**src/design/pdq_pkg.sv**
```systemverilog
// ----------------------------------------------------------------------------
// pdq_pkg - shared types for the process deque
// Sizes, operation and status codes, FSM states, and the command and status
// bundles between controller and datapath.
// ----------------------------------------------------------------------------
package pdq_pkg;

    localparam int DEPTH   = 64;
    localparam int SLOT_W  = $clog2(DEPTH);
    localparam int CNT_W   = $clog2(DEPTH + 1);
    localparam int SUM_W   = CNT_W + 1;
    localparam int PID_W   = 15;
    localparam int PCB_W   = 16;
    localparam int JOB_W   = 16;
    localparam int OCC_W   = 7;

    typedef enum logic [2:0] {
        FN_PUSH_FRONT = 3'd0,
        FN_PUSH_BACK  = 3'd1,
        FN_POP_FRONT  = 3'd2,
        FN_POP_BACK   = 3'd3,
        FN_PEEK_FRONT = 3'd4,
        FN_PEEK_BACK  = 3'd5,
        FN_REMOVE     = 3'd6,
        FN_FIND       = 3'd7
    } func_t;

    typedef enum logic [1:0] {
        STAT_OK    = 2'd0,
        STAT_EMPTY = 2'd1,
        STAT_FULL  = 2'd2
    } status_t;

    typedef enum logic [2:0] {
        S_IDLE,
        S_DECODE,
        S_RDWAIT,
        S_SCAN,
        S_MOVE,
        S_FINISH
    } state_t;

    // read address select
    typedef enum logic [1:0] {
        RD_HEAD,
        RD_BACK,
        RD_NEXT1,
        RD_NEXT2
    } rd_sel_t;

    // result register load select
    typedef enum logic [2:0] {
        RES_HOLD,
        RES_FULL,
        RES_EMPTY,
        RES_PUSH,
        RES_READ
    } res_sel_t;

    typedef struct packed {
        logic [PID_W-1:0] pid;
        logic [PCB_W-1:0] pcb;
        logic [JOB_W-1:0] job;
    } entry_t;

    typedef struct packed {
        logic     load_op;
        rd_sel_t  rd_sel;
        logic     idx_clr;
        logic     idx_inc;
        res_sel_t res_sel;
        logic     move_wr;
        logic     commit;
    } cmd_t;

    typedef struct packed {
        func_t func;
        logic  empty;
        logic  full;
        logic  match;
        logic  last_scan;
        logic  last_move;
        logic  out_free;
    } sts_t;

endpackage

```
**src/design/pdq_ctrl.sv**
```systemverilog
// ----------------------------------------------------------------------------
// pdq_ctrl - operation sequencer
// Decodes one item, steps reads, scans and compaction moves, then commits.
// ----------------------------------------------------------------------------
module pdq_ctrl (
    input  logic          aclk,
    input  logic          aresetn,
    input  logic          s_valid,
    output logic          s_ready,
    input  pdq_pkg::sts_t sts,
    output pdq_pkg::cmd_t cmd
);

    pdq_pkg::state_t state_reg, state_next;

    always_ff @(posedge aclk) begin
        if (!aresetn) begin
            state_reg <= pdq_pkg::S_IDLE;
        end else begin
            state_reg <= state_next;
        end
    end

    always_comb begin
        state_next  = state_reg;
        s_ready     = 1'b0;
        cmd.load_op = 1'b0;
        cmd.rd_sel  = pdq_pkg::RD_HEAD;
        cmd.idx_clr = 1'b0;
        cmd.idx_inc = 1'b0;
        cmd.res_sel = pdq_pkg::RES_HOLD;
        cmd.move_wr = 1'b0;
        cmd.commit  = 1'b0;
        case (state_reg)
            pdq_pkg::S_IDLE: begin
                s_ready = 1'b1;
                if (s_valid) begin
                    cmd.load_op = 1'b1;
                    state_next  = pdq_pkg::S_DECODE;
                end
            end
            pdq_pkg::S_DECODE: begin
                if ((sts.func inside {pdq_pkg::FN_PUSH_FRONT, pdq_pkg::FN_PUSH_BACK})
                        && sts.full) begin
                    cmd.res_sel = pdq_pkg::RES_FULL;
                    state_next  = pdq_pkg::S_FINISH;
                end else if (!(sts.func inside {pdq_pkg::FN_PUSH_FRONT,
                        pdq_pkg::FN_PUSH_BACK}) && sts.empty) begin
                    cmd.res_sel = pdq_pkg::RES_EMPTY;
                    state_next  = pdq_pkg::S_FINISH;
                end else begin
                    case (sts.func)
                        pdq_pkg::FN_PUSH_FRONT: begin
                            cmd.res_sel = pdq_pkg::RES_PUSH;
                            state_next  = pdq_pkg::S_FINISH;
                        end
                        pdq_pkg::FN_PUSH_BACK: begin
                            if (sts.empty) begin
                                cmd.res_sel = pdq_pkg::RES_PUSH;
                                state_next  = pdq_pkg::S_FINISH;
                            end else begin
                                cmd.rd_sel = pdq_pkg::RD_BACK;
                                state_next = pdq_pkg::S_RDWAIT;
                            end
                        end
                        pdq_pkg::FN_POP_FRONT, pdq_pkg::FN_PEEK_FRONT: begin
                            cmd.rd_sel = pdq_pkg::RD_HEAD;
                            state_next = pdq_pkg::S_RDWAIT;
                        end
                        pdq_pkg::FN_POP_BACK, pdq_pkg::FN_PEEK_BACK: begin
                            cmd.rd_sel = pdq_pkg::RD_BACK;
                            state_next = pdq_pkg::S_RDWAIT;
                        end
                        default: begin
                            // remove and find both start a scan at the front
                            cmd.rd_sel  = pdq_pkg::RD_HEAD;
                            cmd.idx_clr = 1'b1;
                            state_next  = pdq_pkg::S_SCAN;
                        end
                    endcase
                end
            end
            pdq_pkg::S_RDWAIT: begin
                cmd.res_sel = (sts.func == pdq_pkg::FN_PUSH_BACK) ? pdq_pkg::RES_PUSH
                                                                  : pdq_pkg::RES_READ;
                state_next  = pdq_pkg::S_FINISH;
            end
            pdq_pkg::S_SCAN: begin
                cmd.rd_sel = pdq_pkg::RD_NEXT1;
                if (sts.match) begin
                    cmd.res_sel = pdq_pkg::RES_READ;
                    if (sts.func == pdq_pkg::FN_REMOVE && !sts.last_scan) begin
                        state_next = pdq_pkg::S_MOVE;
                    end else begin
                        state_next = pdq_pkg::S_FINISH;
                    end
                end else if (sts.last_scan) begin
                    cmd.res_sel = pdq_pkg::RES_EMPTY;
                    state_next  = pdq_pkg::S_FINISH;
                end else begin
                    cmd.idx_inc = 1'b1;
                end
            end
            pdq_pkg::S_MOVE: begin
                cmd.move_wr = 1'b1;
                cmd.rd_sel  = pdq_pkg::RD_NEXT2;
                if (sts.last_move) begin
                    state_next = pdq_pkg::S_FINISH;
                end else begin
                    cmd.idx_inc = 1'b1;
                end
            end
            pdq_pkg::S_FINISH: begin
                if (sts.out_free) begin
                    cmd.commit = 1'b1;
                    state_next = pdq_pkg::S_IDLE;
                end
            end
            default: begin
                state_next = pdq_pkg::S_IDLE;
            end
        endcase
    end

endmodule

```
**src/design/pdq_datapath.sv**
```systemverilog
// ----------------------------------------------------------------------------
// pdq_datapath - entry store, pointers and result register
// Circular entry memory with one write and one registered read port, head,
// tail and count, scan index, result capture and the output register.
// ----------------------------------------------------------------------------
module pdq_datapath (
    input  logic                      aclk,
    input  logic                      aresetn,
    input  logic [2:0]                s_func,
    input  logic [pdq_pkg::PID_W-1:0] s_key_pid,
    input  logic [pdq_pkg::PCB_W-1:0] s_pcb_ref,
    input  logic [pdq_pkg::JOB_W-1:0] s_job_id,
    input  pdq_pkg::cmd_t             cmd,
    output pdq_pkg::sts_t             sts,
    output logic                      m_valid,
    input  logic                      m_ready,
    output logic [1:0]                m_status,
    output logic [pdq_pkg::PID_W-1:0] m_out_pid,
    output logic [pdq_pkg::PCB_W-1:0] m_out_ref,
    output logic [pdq_pkg::JOB_W-1:0] m_out_job,
    output logic [pdq_pkg::OCC_W-1:0] m_occupancy
);

    localparam int SLOT_W = pdq_pkg::SLOT_W;
    localparam int CNT_W  = pdq_pkg::CNT_W;
    localparam int SUM_W  = pdq_pkg::SUM_W;

    function automatic logic [SLOT_W-1:0] slot_inc(input logic [SLOT_W-1:0] s);
        return (s == SLOT_W'(pdq_pkg::DEPTH - 1)) ? '0 : s + 1'b1;
    endfunction

    function automatic logic [SLOT_W-1:0] slot_dec(input logic [SLOT_W-1:0] s);
        return (s == '0) ? SLOT_W'(pdq_pkg::DEPTH - 1) : s - 1'b1;
    endfunction

    // slot of the k-th entry from the front
    function automatic logic [SLOT_W-1:0] slot_at(input logic [SLOT_W-1:0] base,
                                                  input logic [CNT_W-1:0]  k);
        logic [SUM_W-1:0] s;
        s = SUM_W'(base) + SUM_W'(k);
        if (s >= SUM_W'(pdq_pkg::DEPTH)) begin
            s = s - SUM_W'(pdq_pkg::DEPTH);
        end
        if (s >= SUM_W'(pdq_pkg::DEPTH)) begin
            s = '0;
        end
        return s[SLOT_W-1:0];
    endfunction

    pdq_pkg::entry_t entry_mem [pdq_pkg::DEPTH];
    pdq_pkg::entry_t rd_entry_reg;

    pdq_pkg::func_t            op_func_reg;
    logic [pdq_pkg::PID_W-1:0] op_pid_reg;
    logic [pdq_pkg::PCB_W-1:0] op_pcb_reg;
    logic [pdq_pkg::JOB_W-1:0] op_job_reg;

    logic [SLOT_W-1:0] head_reg, head_next;
    logic [SLOT_W-1:0] tail_reg, tail_next;
    logic [CNT_W-1:0]  count_reg, count_next;
    logic [CNT_W-1:0]  idx_reg;

    pdq_pkg::status_t res_status_reg;
    pdq_pkg::entry_t  res_entry_reg;

    logic                      m_valid_reg;
    pdq_pkg::status_t          m_status_reg;
    pdq_pkg::entry_t           m_entry_reg;
    logic [pdq_pkg::OCC_W-1:0] m_occ_reg;

    logic [SUM_W-1:0]          idx_p1, idx_p2;
    logic [SLOT_W-1:0]         rd_addr, wr_addr;
    logic                      wr_en;
    pdq_pkg::entry_t           wr_data;
    logic [pdq_pkg::JOB_W-1:0] push_job;
    logic                      is_push, commit_ok;

    assign idx_p1 = SUM_W'(idx_reg) + SUM_W'(1);
    assign idx_p2 = SUM_W'(idx_reg) + SUM_W'(2);

    assign sts.func      = op_func_reg;
    assign sts.empty     = (count_reg == '0);
    assign sts.full      = (count_reg == CNT_W'(pdq_pkg::DEPTH));
    assign sts.match     = (rd_entry_reg.pid == op_pid_reg);
    assign sts.last_scan = (idx_p1 >= SUM_W'(count_reg));
    assign sts.last_move = (idx_p2 >= SUM_W'(count_reg));
    assign sts.out_free  = !m_valid_reg || m_ready;

    always_comb begin
        case (cmd.rd_sel)
            pdq_pkg::RD_HEAD:  rd_addr = head_reg;
            pdq_pkg::RD_BACK:  rd_addr = slot_dec(tail_reg);
            pdq_pkg::RD_NEXT1: rd_addr = slot_at(head_reg, idx_p1[CNT_W-1:0]);
            pdq_pkg::RD_NEXT2: rd_addr = slot_at(head_reg, idx_p2[CNT_W-1:0]);
            default:           rd_addr = head_reg;
        endcase
    end

    assign is_push   = (op_func_reg == pdq_pkg::FN_PUSH_FRONT) ||
                       (op_func_reg == pdq_pkg::FN_PUSH_BACK);
    assign commit_ok = cmd.commit && (res_status_reg == pdq_pkg::STAT_OK);

    // move one entry forward during compaction, or store a pushed entry
    always_comb begin
        wr_en = cmd.move_wr || (commit_ok && is_push);
        if (cmd.move_wr) begin
            wr_addr = slot_at(head_reg, idx_reg);
            wr_data = rd_entry_reg;
        end else begin
            wr_addr = (op_func_reg == pdq_pkg::FN_PUSH_FRONT) ? slot_dec(head_reg)
                                                              : tail_reg;
            wr_data = res_entry_reg;
        end
    end

    always_ff @(posedge aclk) begin
        rd_entry_reg <= entry_mem[rd_addr];
        if (wr_en) begin
            entry_mem[wr_addr] <= wr_data;
        end
    end

    always_ff @(posedge aclk) begin
        if (cmd.load_op) begin
            op_func_reg <= pdq_pkg::func_t'(s_func);
            op_pid_reg  <= s_key_pid;
            op_pcb_reg  <= s_pcb_ref;
            op_job_reg  <= s_job_id;
        end
    end

    always_comb begin
        if (op_func_reg == pdq_pkg::FN_PUSH_FRONT) begin
            push_job = op_job_reg;
        end else if (count_reg == '0) begin
            push_job = pdq_pkg::JOB_W'(1);
        end else if (rd_entry_reg.job == '1) begin
            push_job = '1;
        end else begin
            push_job = rd_entry_reg.job + 1'b1;
        end
    end

    always_ff @(posedge aclk) begin
        case (cmd.res_sel)
            pdq_pkg::RES_FULL: begin
                res_status_reg <= pdq_pkg::STAT_FULL;
                res_entry_reg  <= '0;
            end
            pdq_pkg::RES_EMPTY: begin
                res_status_reg <= pdq_pkg::STAT_EMPTY;
                res_entry_reg  <= '0;
            end
            pdq_pkg::RES_PUSH: begin
                res_status_reg    <= pdq_pkg::STAT_OK;
                res_entry_reg.pid <= op_pid_reg;
                res_entry_reg.pcb <= op_pcb_reg;
                res_entry_reg.job <= push_job;
            end
            pdq_pkg::RES_READ: begin
                res_status_reg <= pdq_pkg::STAT_OK;
                res_entry_reg  <= rd_entry_reg;
            end
            default: begin
            end
        endcase
    end

    always_ff @(posedge aclk) begin
        if (cmd.idx_clr) begin
            idx_reg <= '0;
        end else if (cmd.idx_inc) begin
            idx_reg <= idx_reg + 1'b1;
        end
    end

    always_comb begin
        head_next  = head_reg;
        tail_next  = tail_reg;
        count_next = count_reg;
        if (commit_ok) begin
            case (op_func_reg)
                pdq_pkg::FN_PUSH_FRONT: begin
                    head_next  = slot_dec(head_reg);
                    count_next = count_reg + 1'b1;
                end
                pdq_pkg::FN_PUSH_BACK: begin
                    tail_next  = slot_inc(tail_reg);
                    count_next = count_reg + 1'b1;
                end
                pdq_pkg::FN_POP_FRONT: begin
                    head_next  = slot_inc(head_reg);
                    count_next = count_reg - 1'b1;
                end
                pdq_pkg::FN_POP_BACK, pdq_pkg::FN_REMOVE: begin
                    tail_next  = slot_dec(tail_reg);
                    count_next = count_reg - 1'b1;
                end
                default: begin
                end
            endcase
        end
    end

    always_ff @(posedge aclk) begin
        if (!aresetn) begin
            head_reg    <= '0;
            tail_reg    <= '0;
            count_reg   <= '0;
            m_valid_reg <= 1'b0;
        end else begin
            head_reg  <= head_next;
            tail_reg  <= tail_next;
            count_reg <= count_next;
            if (cmd.commit) begin
                m_valid_reg <= 1'b1;
            end else if (m_ready) begin
                m_valid_reg <= 1'b0;
            end
        end
    end

    always_ff @(posedge aclk) begin
        if (cmd.commit) begin
            m_status_reg <= res_status_reg;
            m_entry_reg  <= res_entry_reg;
            m_occ_reg    <= pdq_pkg::OCC_W'(count_next);
        end
    end

    assign m_valid     = m_valid_reg;
    assign m_status    = m_status_reg;
    assign m_out_pid   = m_entry_reg.pid;
    assign m_out_ref   = m_entry_reg.pcb;
    assign m_out_job   = m_entry_reg.job;
    assign m_occupancy = m_occ_reg;

endmodule

```
**src/design/process_deque_with_key_removal.sv**
```systemverilog
// ----------------------------------------------------------------------------
// process_deque_with_key_removal - bounded deque of process entries
// Push, pop and peek at either end, plus find and remove by process id.
// ----------------------------------------------------------------------------
// Usage:
//   Input channel s_*: one item per operation (s_func, s_key_pid, s_pcb_ref,
//   s_job_id). s_ready is high only while no operation is in flight.
//   Result channel m_*: exactly one item per input item, in order, held in
//   an output register until m_ready takes it.
// Sequence, from accept to m_valid:
//   push front, push back to empty, full or empty refusal: decode, then commit.
//   push back, pop, peek: decode, one read of the entry store, then commit.
//   find: a scan from the front that ends at the match or after the last entry.
//   remove: scan as for find, plus one compaction move per entry behind the match.
//   The longest operations are set by the single read port of the
//   entry store, which is walked one entry a cycle for scan and compaction.
//   The next item is accepted in the cycle after the result is registered.
// Reset: aresetn (synchronous, active low) empties the deque; the entry
//   store itself is not cleared, only head, tail, count and m_valid.
// Stall: a result held by a low m_ready blocks only the commit of the
//   following operation; that operation is accepted and worked meanwhile.
// ----------------------------------------------------------------------------
module process_deque_with_key_removal (
    input  logic                      aclk,
    input  logic                      aresetn,
    input  logic                      s_valid,
    output logic                      s_ready,
    input  logic [2:0]                s_func,
    input  logic [pdq_pkg::PID_W-1:0] s_key_pid,
    input  logic [pdq_pkg::PCB_W-1:0] s_pcb_ref,
    input  logic [pdq_pkg::JOB_W-1:0] s_job_id,
    output logic                      m_valid,
    input  logic                      m_ready,
    output logic [1:0]                m_status,
    output logic [pdq_pkg::PID_W-1:0] m_out_pid,
    output logic [pdq_pkg::PCB_W-1:0] m_out_ref,
    output logic [pdq_pkg::JOB_W-1:0] m_out_job,
    output logic [pdq_pkg::OCC_W-1:0] m_occupancy
);

    // command and status bundles between sequencer and datapath
    pdq_pkg::cmd_t cmd;
    pdq_pkg::sts_t sts;

    // sequence each item: decode, read or scan, compact, commit
    pdq_ctrl u_ctrl (
        .aclk    (aclk),
        .aresetn (aresetn),
        .s_valid (s_valid),
        .s_ready (s_ready),
        .sts     (sts),
        .cmd     (cmd)
    );

    // hold entries, pointers and the result register
    pdq_datapath u_datapath (
        .aclk        (aclk),
        .aresetn     (aresetn),
        .s_func      (s_func),
        .s_key_pid   (s_key_pid),
        .s_pcb_ref   (s_pcb_ref),
        .s_job_id    (s_job_id),
        .cmd         (cmd),
        .sts         (sts),
        .m_valid     (m_valid),
        .m_ready     (m_ready),
        .m_status    (m_status),
        .m_out_pid   (m_out_pid),
        .m_out_ref   (m_out_ref),
        .m_out_job   (m_out_job),
        .m_occupancy (m_occupancy)
    );

    // one operation in flight: input closes right after an accept
    a_one_in_flight: assert property (@(posedge aclk) disable iff (!aresetn)
        (s_valid && s_ready) |=> !s_ready)
        else $error("input accepted while an operation is in flight");

    // a refused push reports a full deque
    a_full_occupancy: assert property (@(posedge aclk) disable iff (!aresetn)
        (m_valid && m_status == pdq_pkg::STAT_FULL)
            |-> (m_occupancy == pdq_pkg::OCC_W'(pdq_pkg::DEPTH)))
        else $error("full status with occupancy below depth");

    // reset drops any pending result
    a_reset_clears: assert property (@(posedge aclk)
        !aresetn |=> !m_valid)
        else $error("result valid after reset");

endmodule
```
**config.mk**
```make
export PLATFORM = sky130hd
export DESIGN_NAME = process_deque_with_key_removal
export DESIGN_NICKNAME = d
export VERILOG_FILES = /design/src/design/pdq_pkg.sv /design/src/design/pdq_ctrl.sv /design/src/design/pdq_datapath.sv /design/src/design/process_deque_with_key_removal.sv
export SDC_FILE = /design/constraint.sdc
export NUM_CORES = 2
export LEC_CHECK = 0
export BUFFER_PORTS_ARGS = -buffer_cell sky130_fd_sc_hd__buf_2
export CORE_MARGIN = 10
export CORE_UTILIZATION = 57
export DETAILED_ROUTE_END_ITERATION = 10
export GPL_TIMING_DRIVEN = 1
export PLACE_DENSITY = 0.76
export SYNTH_ARGS = -nofsm -noshare
export SYNTH_HDL_FRONTEND = slang
export SYNTH_SLANG_ARGS = --single-unit
export TNS_END_PERCENT = 5
```
**constraint.sdc**
```tcl
create_clock -name aclk -period 5.55 [get_ports aclk]
set_input_delay 0.2775 -clock aclk [delete_from_list [all_inputs] [get_ports aclk]]
set_output_delay 0.2775 -clock aclk [all_outputs]
set_load 0.01 [all_outputs]
```
Word-level counts from Yosys, hierarchy flattened
Memories as Yosys holds them, arrays and structs flattened. A register that Yosys moved wholly into a read port is not among the register bits.
Cells that the tools add are included.
{ "totals": {"register_bits": 185, "ramBits": 3008, "input_bits": 54, "out_inout_bits": 58, "elab_cells": 172, "mem_count": 1} }
{ "mem_list": {"columns": ["name", "depth", "word_bits", "read_ports", "rd_ports_with_merged_regs", "wr", "line_no", "source"], "rows": [
  ["u_datapath.entry_mem", 64, 47, 1, 1, 1, "pdq_datapath.sv:50", "pdq_pkg::entry_t entry_mem [pdq_pkg::DEPTH];"]
]} }
{ "op_classes": {"n_addsub": 16, "magnitude_cmp": 8, "n_eq_ne": 27, "n_mux": 66, "n_reduce_logical": 35} }
{ "ops": {"columns": ["operator", "count"], "rows": [
  ["47-bit case mux with 3 select lines", 1],
  ["6-bit 2-to-1 mux", 9],
  ["8-bit by 7-bit >= comparator with 1-bit output, second input constant", 6],
  ["16-bit 2-to-1 mux", 3],
  ["8-bit 2-to-1 mux", 6],
  ["47-bit 2-to-1 mux", 1],
  ["3-bit 2-to-1 mux", 14],
  ["6-bit by 7-bit adder with 8-bit output", 3],
  ["6-bit case mux with 2 select lines", 2],
  ["6-bit case mux with 4 select lines", 1],
  ["8-bit by 7-bit subtractor with 8-bit output, second input constant", 3],
  ["3-bit by 2-bit equality test with 1-bit output, second input constant", 6],
  ["3-bit equality test, second input constant", 6],
  ["3-bit case mux with 3 select lines", 2],
  ["3-bit case mux with 6 select lines", 1],
  ["1-bit 2-to-1 mux", 17],
  ["16-bit by 1-bit adder with 16-bit output, second input constant", 1],
  ["16-bit equality test, second input constant", 1],
  ["8-bit by 7-bit >= comparator with 1-bit output", 2],
  ["15-bit equality test", 1],
  ["7-bit by 1-bit adder with 7-bit output, second input constant", 2],
  ["7-bit case mux with 2 select lines", 1],
  ["6-bit by 1-bit adder with 6-bit output, second input constant", 2],
  ["6-bit equality test, second input constant", 2],
  ["other kinds (31)", 59]
]} }

Longest topological paths before layout
{ "depth": {"ltp_word": 12, "depth_mapped": 26, "ltp_nobuf": 21} }

By module
From an unflattened synthesis, not the netlist that was laid out.
{ "unflattened": {"cells_unflattened": 7659, "hier_area_um2": 131539.9} }
{ "by_module_without_submodules": {"columns": ["module", "instances", "cells_per_inst", "area_each_um2", "seq_area_each_um2"], "rows": [
  ["pdq_datapath", 1, 7600, 131129.5, 96462.5],
  ["pdq_ctrl", 1, 59, 410.4, 60.1]
]} }

Worst setup path before layout
Ideal clock, no wire load.
{ "synth_path": {"path_kind": "register -> register", "start": "register u_datapath.head_reg[0]", "end": "memory u_datapath.entry_mem[42][0] (netlist name) (enable)", "setup_ns": 0.452, "arrival_time_ns": 5.181, "t_required_ns": 5.098, "slack_ns": -0.082, "path_stages_with_launch": 19, "path_buffers": 0, "synth_period_minus_slack_ns": 5.632, "path_cell_list": "dfxtp_1 > ha_1 > fa_1 > a21oi_1 > nor2_1 > nor2_1 > o21ai_0 > a21oi_1 > xor2_1 > inv_1 > ha_1 > nand2_1 > nor3_1 > o211ai_1 > nand3_1 > and3_1 > a22oi_1 > nand2_1 > nor2_1"} }
{ "synth_between": {"elab_chain_cells": 7, "word_cells_on_any_way": 12, "classes_between": "add/sub (3); order compare (2); mux (6); reduce/logical (1)"} }
{ "synth_lines": {"columns": ["element", "line_no", "source"], "rows": [
  ["start: declaration", "pdq_datapath.sv:58", "logic [SLOT_W-1:0] head_reg, head_next;"],
  ["start signal: assignment", "pdq_datapath.sv:212", "head_reg <= head_next;"],
  ["6-bit by 7-bit adder with 8-bit output", "pdq_datapath.sv:40", "s = SUM_W'(base) + SUM_W'(k);"],
  ["8-bit by 7-bit subtractor with 8-bit output / 8-bit by 7-bit >= comparator with 1-bit output (equally long branches)", "pdq_datapath.sv:42, pdq_datapath.sv:41", null],
  ["8-bit 2-to-1 mux", "pdq_datapath.sv:41", "if (s >= SUM_W'(pdq_pkg::DEPTH)) begin"],
  ["8-bit 2-to-1 mux", "pdq_datapath.sv:106", "if (cmd.move_wr) begin"],
  ["8-bit by 7-bit >= comparator with 1-bit output", "pdq_datapath.sv:44", "if (s >= SUM_W'(pdq_pkg::DEPTH)) begin"],
  ["6-bit 2-to-1 mux", "pdq_datapath.sv:44", null],
  ["6-bit 2-to-1 mux (*)", "pdq_datapath.sv:106", null],
  ["end: declaration", "pdq_datapath.sv:50", null]
]} }
Mark *: on every way between the ends. The rest lies on a longest branch, timed or not. The select of a mux whose other input is x is not followed.

Worst setup path in the final report
{ "layout_path": {"start": "register u_datapath.idx_reg[1]", "end": "register, netlist name u_datapath.rd_entry_reg[33]"} }
{ "layout_between": {"elab_chain_cells": 8, "word_cells_on_any_way": 17, "classes_between": "add/sub (6); order compare (4); mux (7)"} }
{ "layout_lines": {"columns": ["element", "line_no", "source"], "rows": [
  ["start: declaration", "pdq_datapath.sv:61", "logic [CNT_W-1:0] idx_reg;"],
  ["start signal: assignment", "pdq_datapath.sv:173", "idx_reg <= idx_reg + 1'b1;"],
  ["7-bit by 1-bit adder with 8-bit output (*)", "pdq_datapath.sv:78", "assign idx_p1 = SUM_W'(idx_reg) + SUM_W'(1);"],
  ["net u_datapath.idx_p1[4]", "pdq_datapath.sv:71", "logic [SUM_W-1:0] idx_p1, idx_p2;"],
  ["6-bit by 7-bit adder with 8-bit output (*)", "pdq_datapath.sv:40", null],
  ["8-bit by 7-bit subtractor with 8-bit output / 8-bit by 7-bit >= comparator with 1-bit output (equally long branches)", "pdq_datapath.sv:42, pdq_datapath.sv:41", null],
  ["8-bit 2-to-1 mux (*)", "pdq_datapath.sv:41", null],
  ["8-bit 2-to-1 mux (*)", "pdq_datapath.sv:90", "case (cmd.rd_sel)"],
  ["8-bit by 7-bit >= comparator with 1-bit output", "pdq_datapath.sv:44", null],
  ["6-bit 2-to-1 mux (*)", "pdq_datapath.sv:44", null],
  ["6-bit case mux with 4 select lines (*)", "pdq_datapath.sv:90", null]
]} }
Mark *: on every way through the listed nets, which the timed path passes. The rest lies on a longest branch. The select of a mux whose other input is x is not followed.
A chain may end at the register's enable or synchronous reset.

==> metrics.md <==
| Metric | Value |
|---|---|
| Syn_nets | `8865` |
| Final setup margin | `-0.105 ns` |
| Synth area leaders | `edfxtp_1, mux2i_1, nand2_1` |
| Top post-synthesis cells by count | `edfxtp_1, nand2_1, nand3_1, mux2i_1, clkbuf_1` |
| I/O pins | `112` |
| Via count | `83547` |
| First-pass GRT wire length | `552000 um` |
| Placed cell count | `12060` |
| Outcome | `complete, but fails checks` |
| CTS Buf Count | `332` |
| DRT Pass-1 Iters | `9` |
| Hold crit path type | `input pin to flop` |
| Antenna Nets Post-Route | `0` |
| Worst-skew pair later-pin latency | `0.99 ns` |
| Final Power | `71.3 mW` |
| Vias in the first global route | `80956` |
| Layout Cells excl Fill | `12813` |
| Violated checks | `setup timing` |
| Yosys top cell area share | `73.3%` |
| First DRT Iteration DRCs | `13959` |
| Crit Path Category | `flop to flop` |
| Post-synth EDFFs | `3163` |
| Max Clock Freq | `0.177 GHz` |
| Number of flip-flops under the largest register name | `3008` |
| Endpoints failing hold | `0` |
| Fin nets | `9667` |
| Slew @ Worst Pin | `1.49 ns` |
| Worst Path Arrival | `6.49 ns` |
| Maximum vdd ir drop | `0.362 mV` |
| Grt total ovfl | `0` |
| Gpl congestion | `0.913` |
| Pwr per Cell Area | `465 mW/mm2` |
| Syn Area/Cell | `14.8 um2` |
| Hold path depth | `2` |
| Reg2reg end | `u_datapath.rd_entry_reg[33]` |
| R2R Setup Slk | `-0.11 ns` |
| Crit. End Element | `flop` |
| DR vias/cell | `6.52` |
| Final-layout fill cell count | `14092` |
| Skew final | `0.104 ns` |
| Core box area | `0.226 mm2` |
| Final min period | `5.66 ns` |
| Predominant post-synthesis flop cell | `edfxtp_1` |
| Layout cell share with drive strength beyond 1 | `16.3%` |
| Worst r2r src | `u_datapath.idx_reg[1]` |
| Mapped Area | `0.130 mm2` |
| Die area | `0.247 mm2` |
| Final Instance Area | `0.153 mm2` |
| Synth unique cells | `78` |
| Clk pin slew, worst setup/hold paths | `0.06 ns` |
| Clk sinks | `3240` |
| CTS tree | `done` |
| Clk root buf | `clkbuf_16` |
| Startpoint Class | `flop` |
| Cell with the most instances after synthesis | `edfxtp_1` |
| FF-to-FF path depth | `26` |
| DR WL/cell | `30.2 um` |
| Post-synthesis async set-or-reset flop share | `0%` |
| Leakage | `56.2 nW` |
| Max H-tree Level | `5` |
| # DRC | `0` |
| All-Layer GR Usage | `30.1%` |
| Period utilisation layout | `102%` |
| Worst-path maximum fanout | `11` |
| Yosys reg bits | `3240` |
| Starting Density | `57.5%` |
| Placed inst area | `0.140 mm2` |
| Register area | `0.0965 mm2` |
| Pre-CTS setup slack | `-0.492 ns` |
| Drt total wl | `387000 um` |
| Largest net degree at the start of global routing | `124` |
| Worst Path Required | `6.39 ns` |
| Slowest stage cell on the critical path | `or3_4` |
| Area occupied by multi-input gates | `0.0317 mm2` |
| Final Slew Violations | `0` |
| Slew HR | `0.447%` |
| Slowest stage delay, CP | `0.55 ns` |
| Unrepaired setup endpoints after global routing | `true` |
| Synthesis warning total | `0` |
| CTS max path bufs | `4` |
| Leading area contributor after synthesis | `edfxtp_1` |
| Initial antenna violation count | `14` |
| Die height | `497 um` |
| Seq/Total Area, Yosys | `74.5%` |
| Syn Inst Count | `8753` |
| Max-cap violations | `0` |
| Rows | `174` |
| I/O Buffers | `111` |
| Detailed placement HPWL | `221000 um` |
| Hold path startpoint | `s_key_pid[5]` |
| Die width | `497 um` |
| Endpoint of the worst hold path | `u_datapath.op_pid_reg[5]` |
| Worst hold slack | `0.0280 ns` |
| Final setup violation count | `10` |
| P&R area growth vs syn | `18.2%` |
cell families after synthesis:
logic type	share of synthesized area [%]
xor+xnor	0.419
buf+inv	2.01
flops	74.5
mux	8.54
compound gates	2.98
fa+ha+maj	0.583
simple gates	11.0
layout make-up:
| type | instances | area share, % |
|---|---|---|
| diodes | 19 | 0.0310 |
| clock buffers | 430 | 5.88 |
| clock inverters | 151 | 0.949 |
| inverters | 45 | 0.110 |
| multi-input cells | 4972 | 20.7 |
| flip-flops and latches | 3240 | 63.0 |
| well taps | 2992 | 2.44 |
| repair buffers | 964 | 6.83 |
cell usage in the layout, fill, tap and decap left out, types with 48 or more instances in the layout:
master and count:
nor3_1 49, clkbuf_16 337, edfxtp_1 3163, nand3_1 1049
or3_1 48, dfxtp_1 72, nand4_1 138, clkbuf_1 69
buf_4 510, a22oi_1 168, mux2i_1 1039, o21ai_0 69
dlygate4sd3_1 76, nor2_1 72, a21oi_1 103, buf_12 217
nor2_4 70, nand2_1 1649, clkinv_2 54, buf_2 111
routing by layer:
layer  share of wire [%]  vias up  track usage [%]
met1                  34    41184             38.7
met4                 6.8       10             17.6
met5               0.017        -                0
met3                  13     1299             7.04
li1                    -    34618                -
met2                  46     6436             47.1
timing repair:
action                                  4_1_cts  5_1_grt
gates cloned                                  9        1
buffers inserted                             41       26
pin swaps                                    40       72
resized for setup                            74       89
endpoints found under the setup margin       47       47
hold buffers                                 76        0
hold endpoints to repair                     73        0
worst max-delay path, delay by kind of cell (launching register included):
kind | cells | cell delay (ns)
fa+ha+maj | 3 | 0.55
compound gates | 7 | 1.33
flops | 1 | 0.35
xor+xnor | 2 | 0.37
simple gates | 5 | 1.62
buf+inv | 9 | 1.28
where the power goes:
group | internal, mW | switching (mW) | total (mW)
clock network | 12.6 | 9.17 | 21.8
registers | 30.9 | 0.806 | 31.7
logic | 6.01 | 11.8 | 17.8
worst max-delay path by stage:
stage	from	endpoint	slack (ns)
after floorplan	u_datapath.head_reg[0]	u_datapath.entry_mem[42][0]	-0.08
after global placement	u_datapath.idx_reg[1]	u_datapath.rd_entry_reg[33]	-0.57
after detailed placement	u_datapath.idx_reg[1]	u_datapath.rd_entry_reg[33]	-0.49
after CTS	u_datapath.idx_reg[0]	u_datapath.rd_entry_reg[39]	-0.008
after global routing	u_datapath.idx_reg[2]	u_datapath.rd_entry_reg[33]	-0.18
final	u_datapath.idx_reg[1]	u_datapath.rd_entry_reg[33]	-0.11
per-stage QoR:
step / setup TNS, ns / util [%]
after detailed placement: -9.53 / 62.1
after floorplan: -173.11 / -
after global routing: -2.58 / 67.9
after global placement: -11.77 / 62.1
after CTS: -0.00785 / 67.6
final: -0.465 / 67.9
No activity file was read; power rests on OpenSTA's default activity.
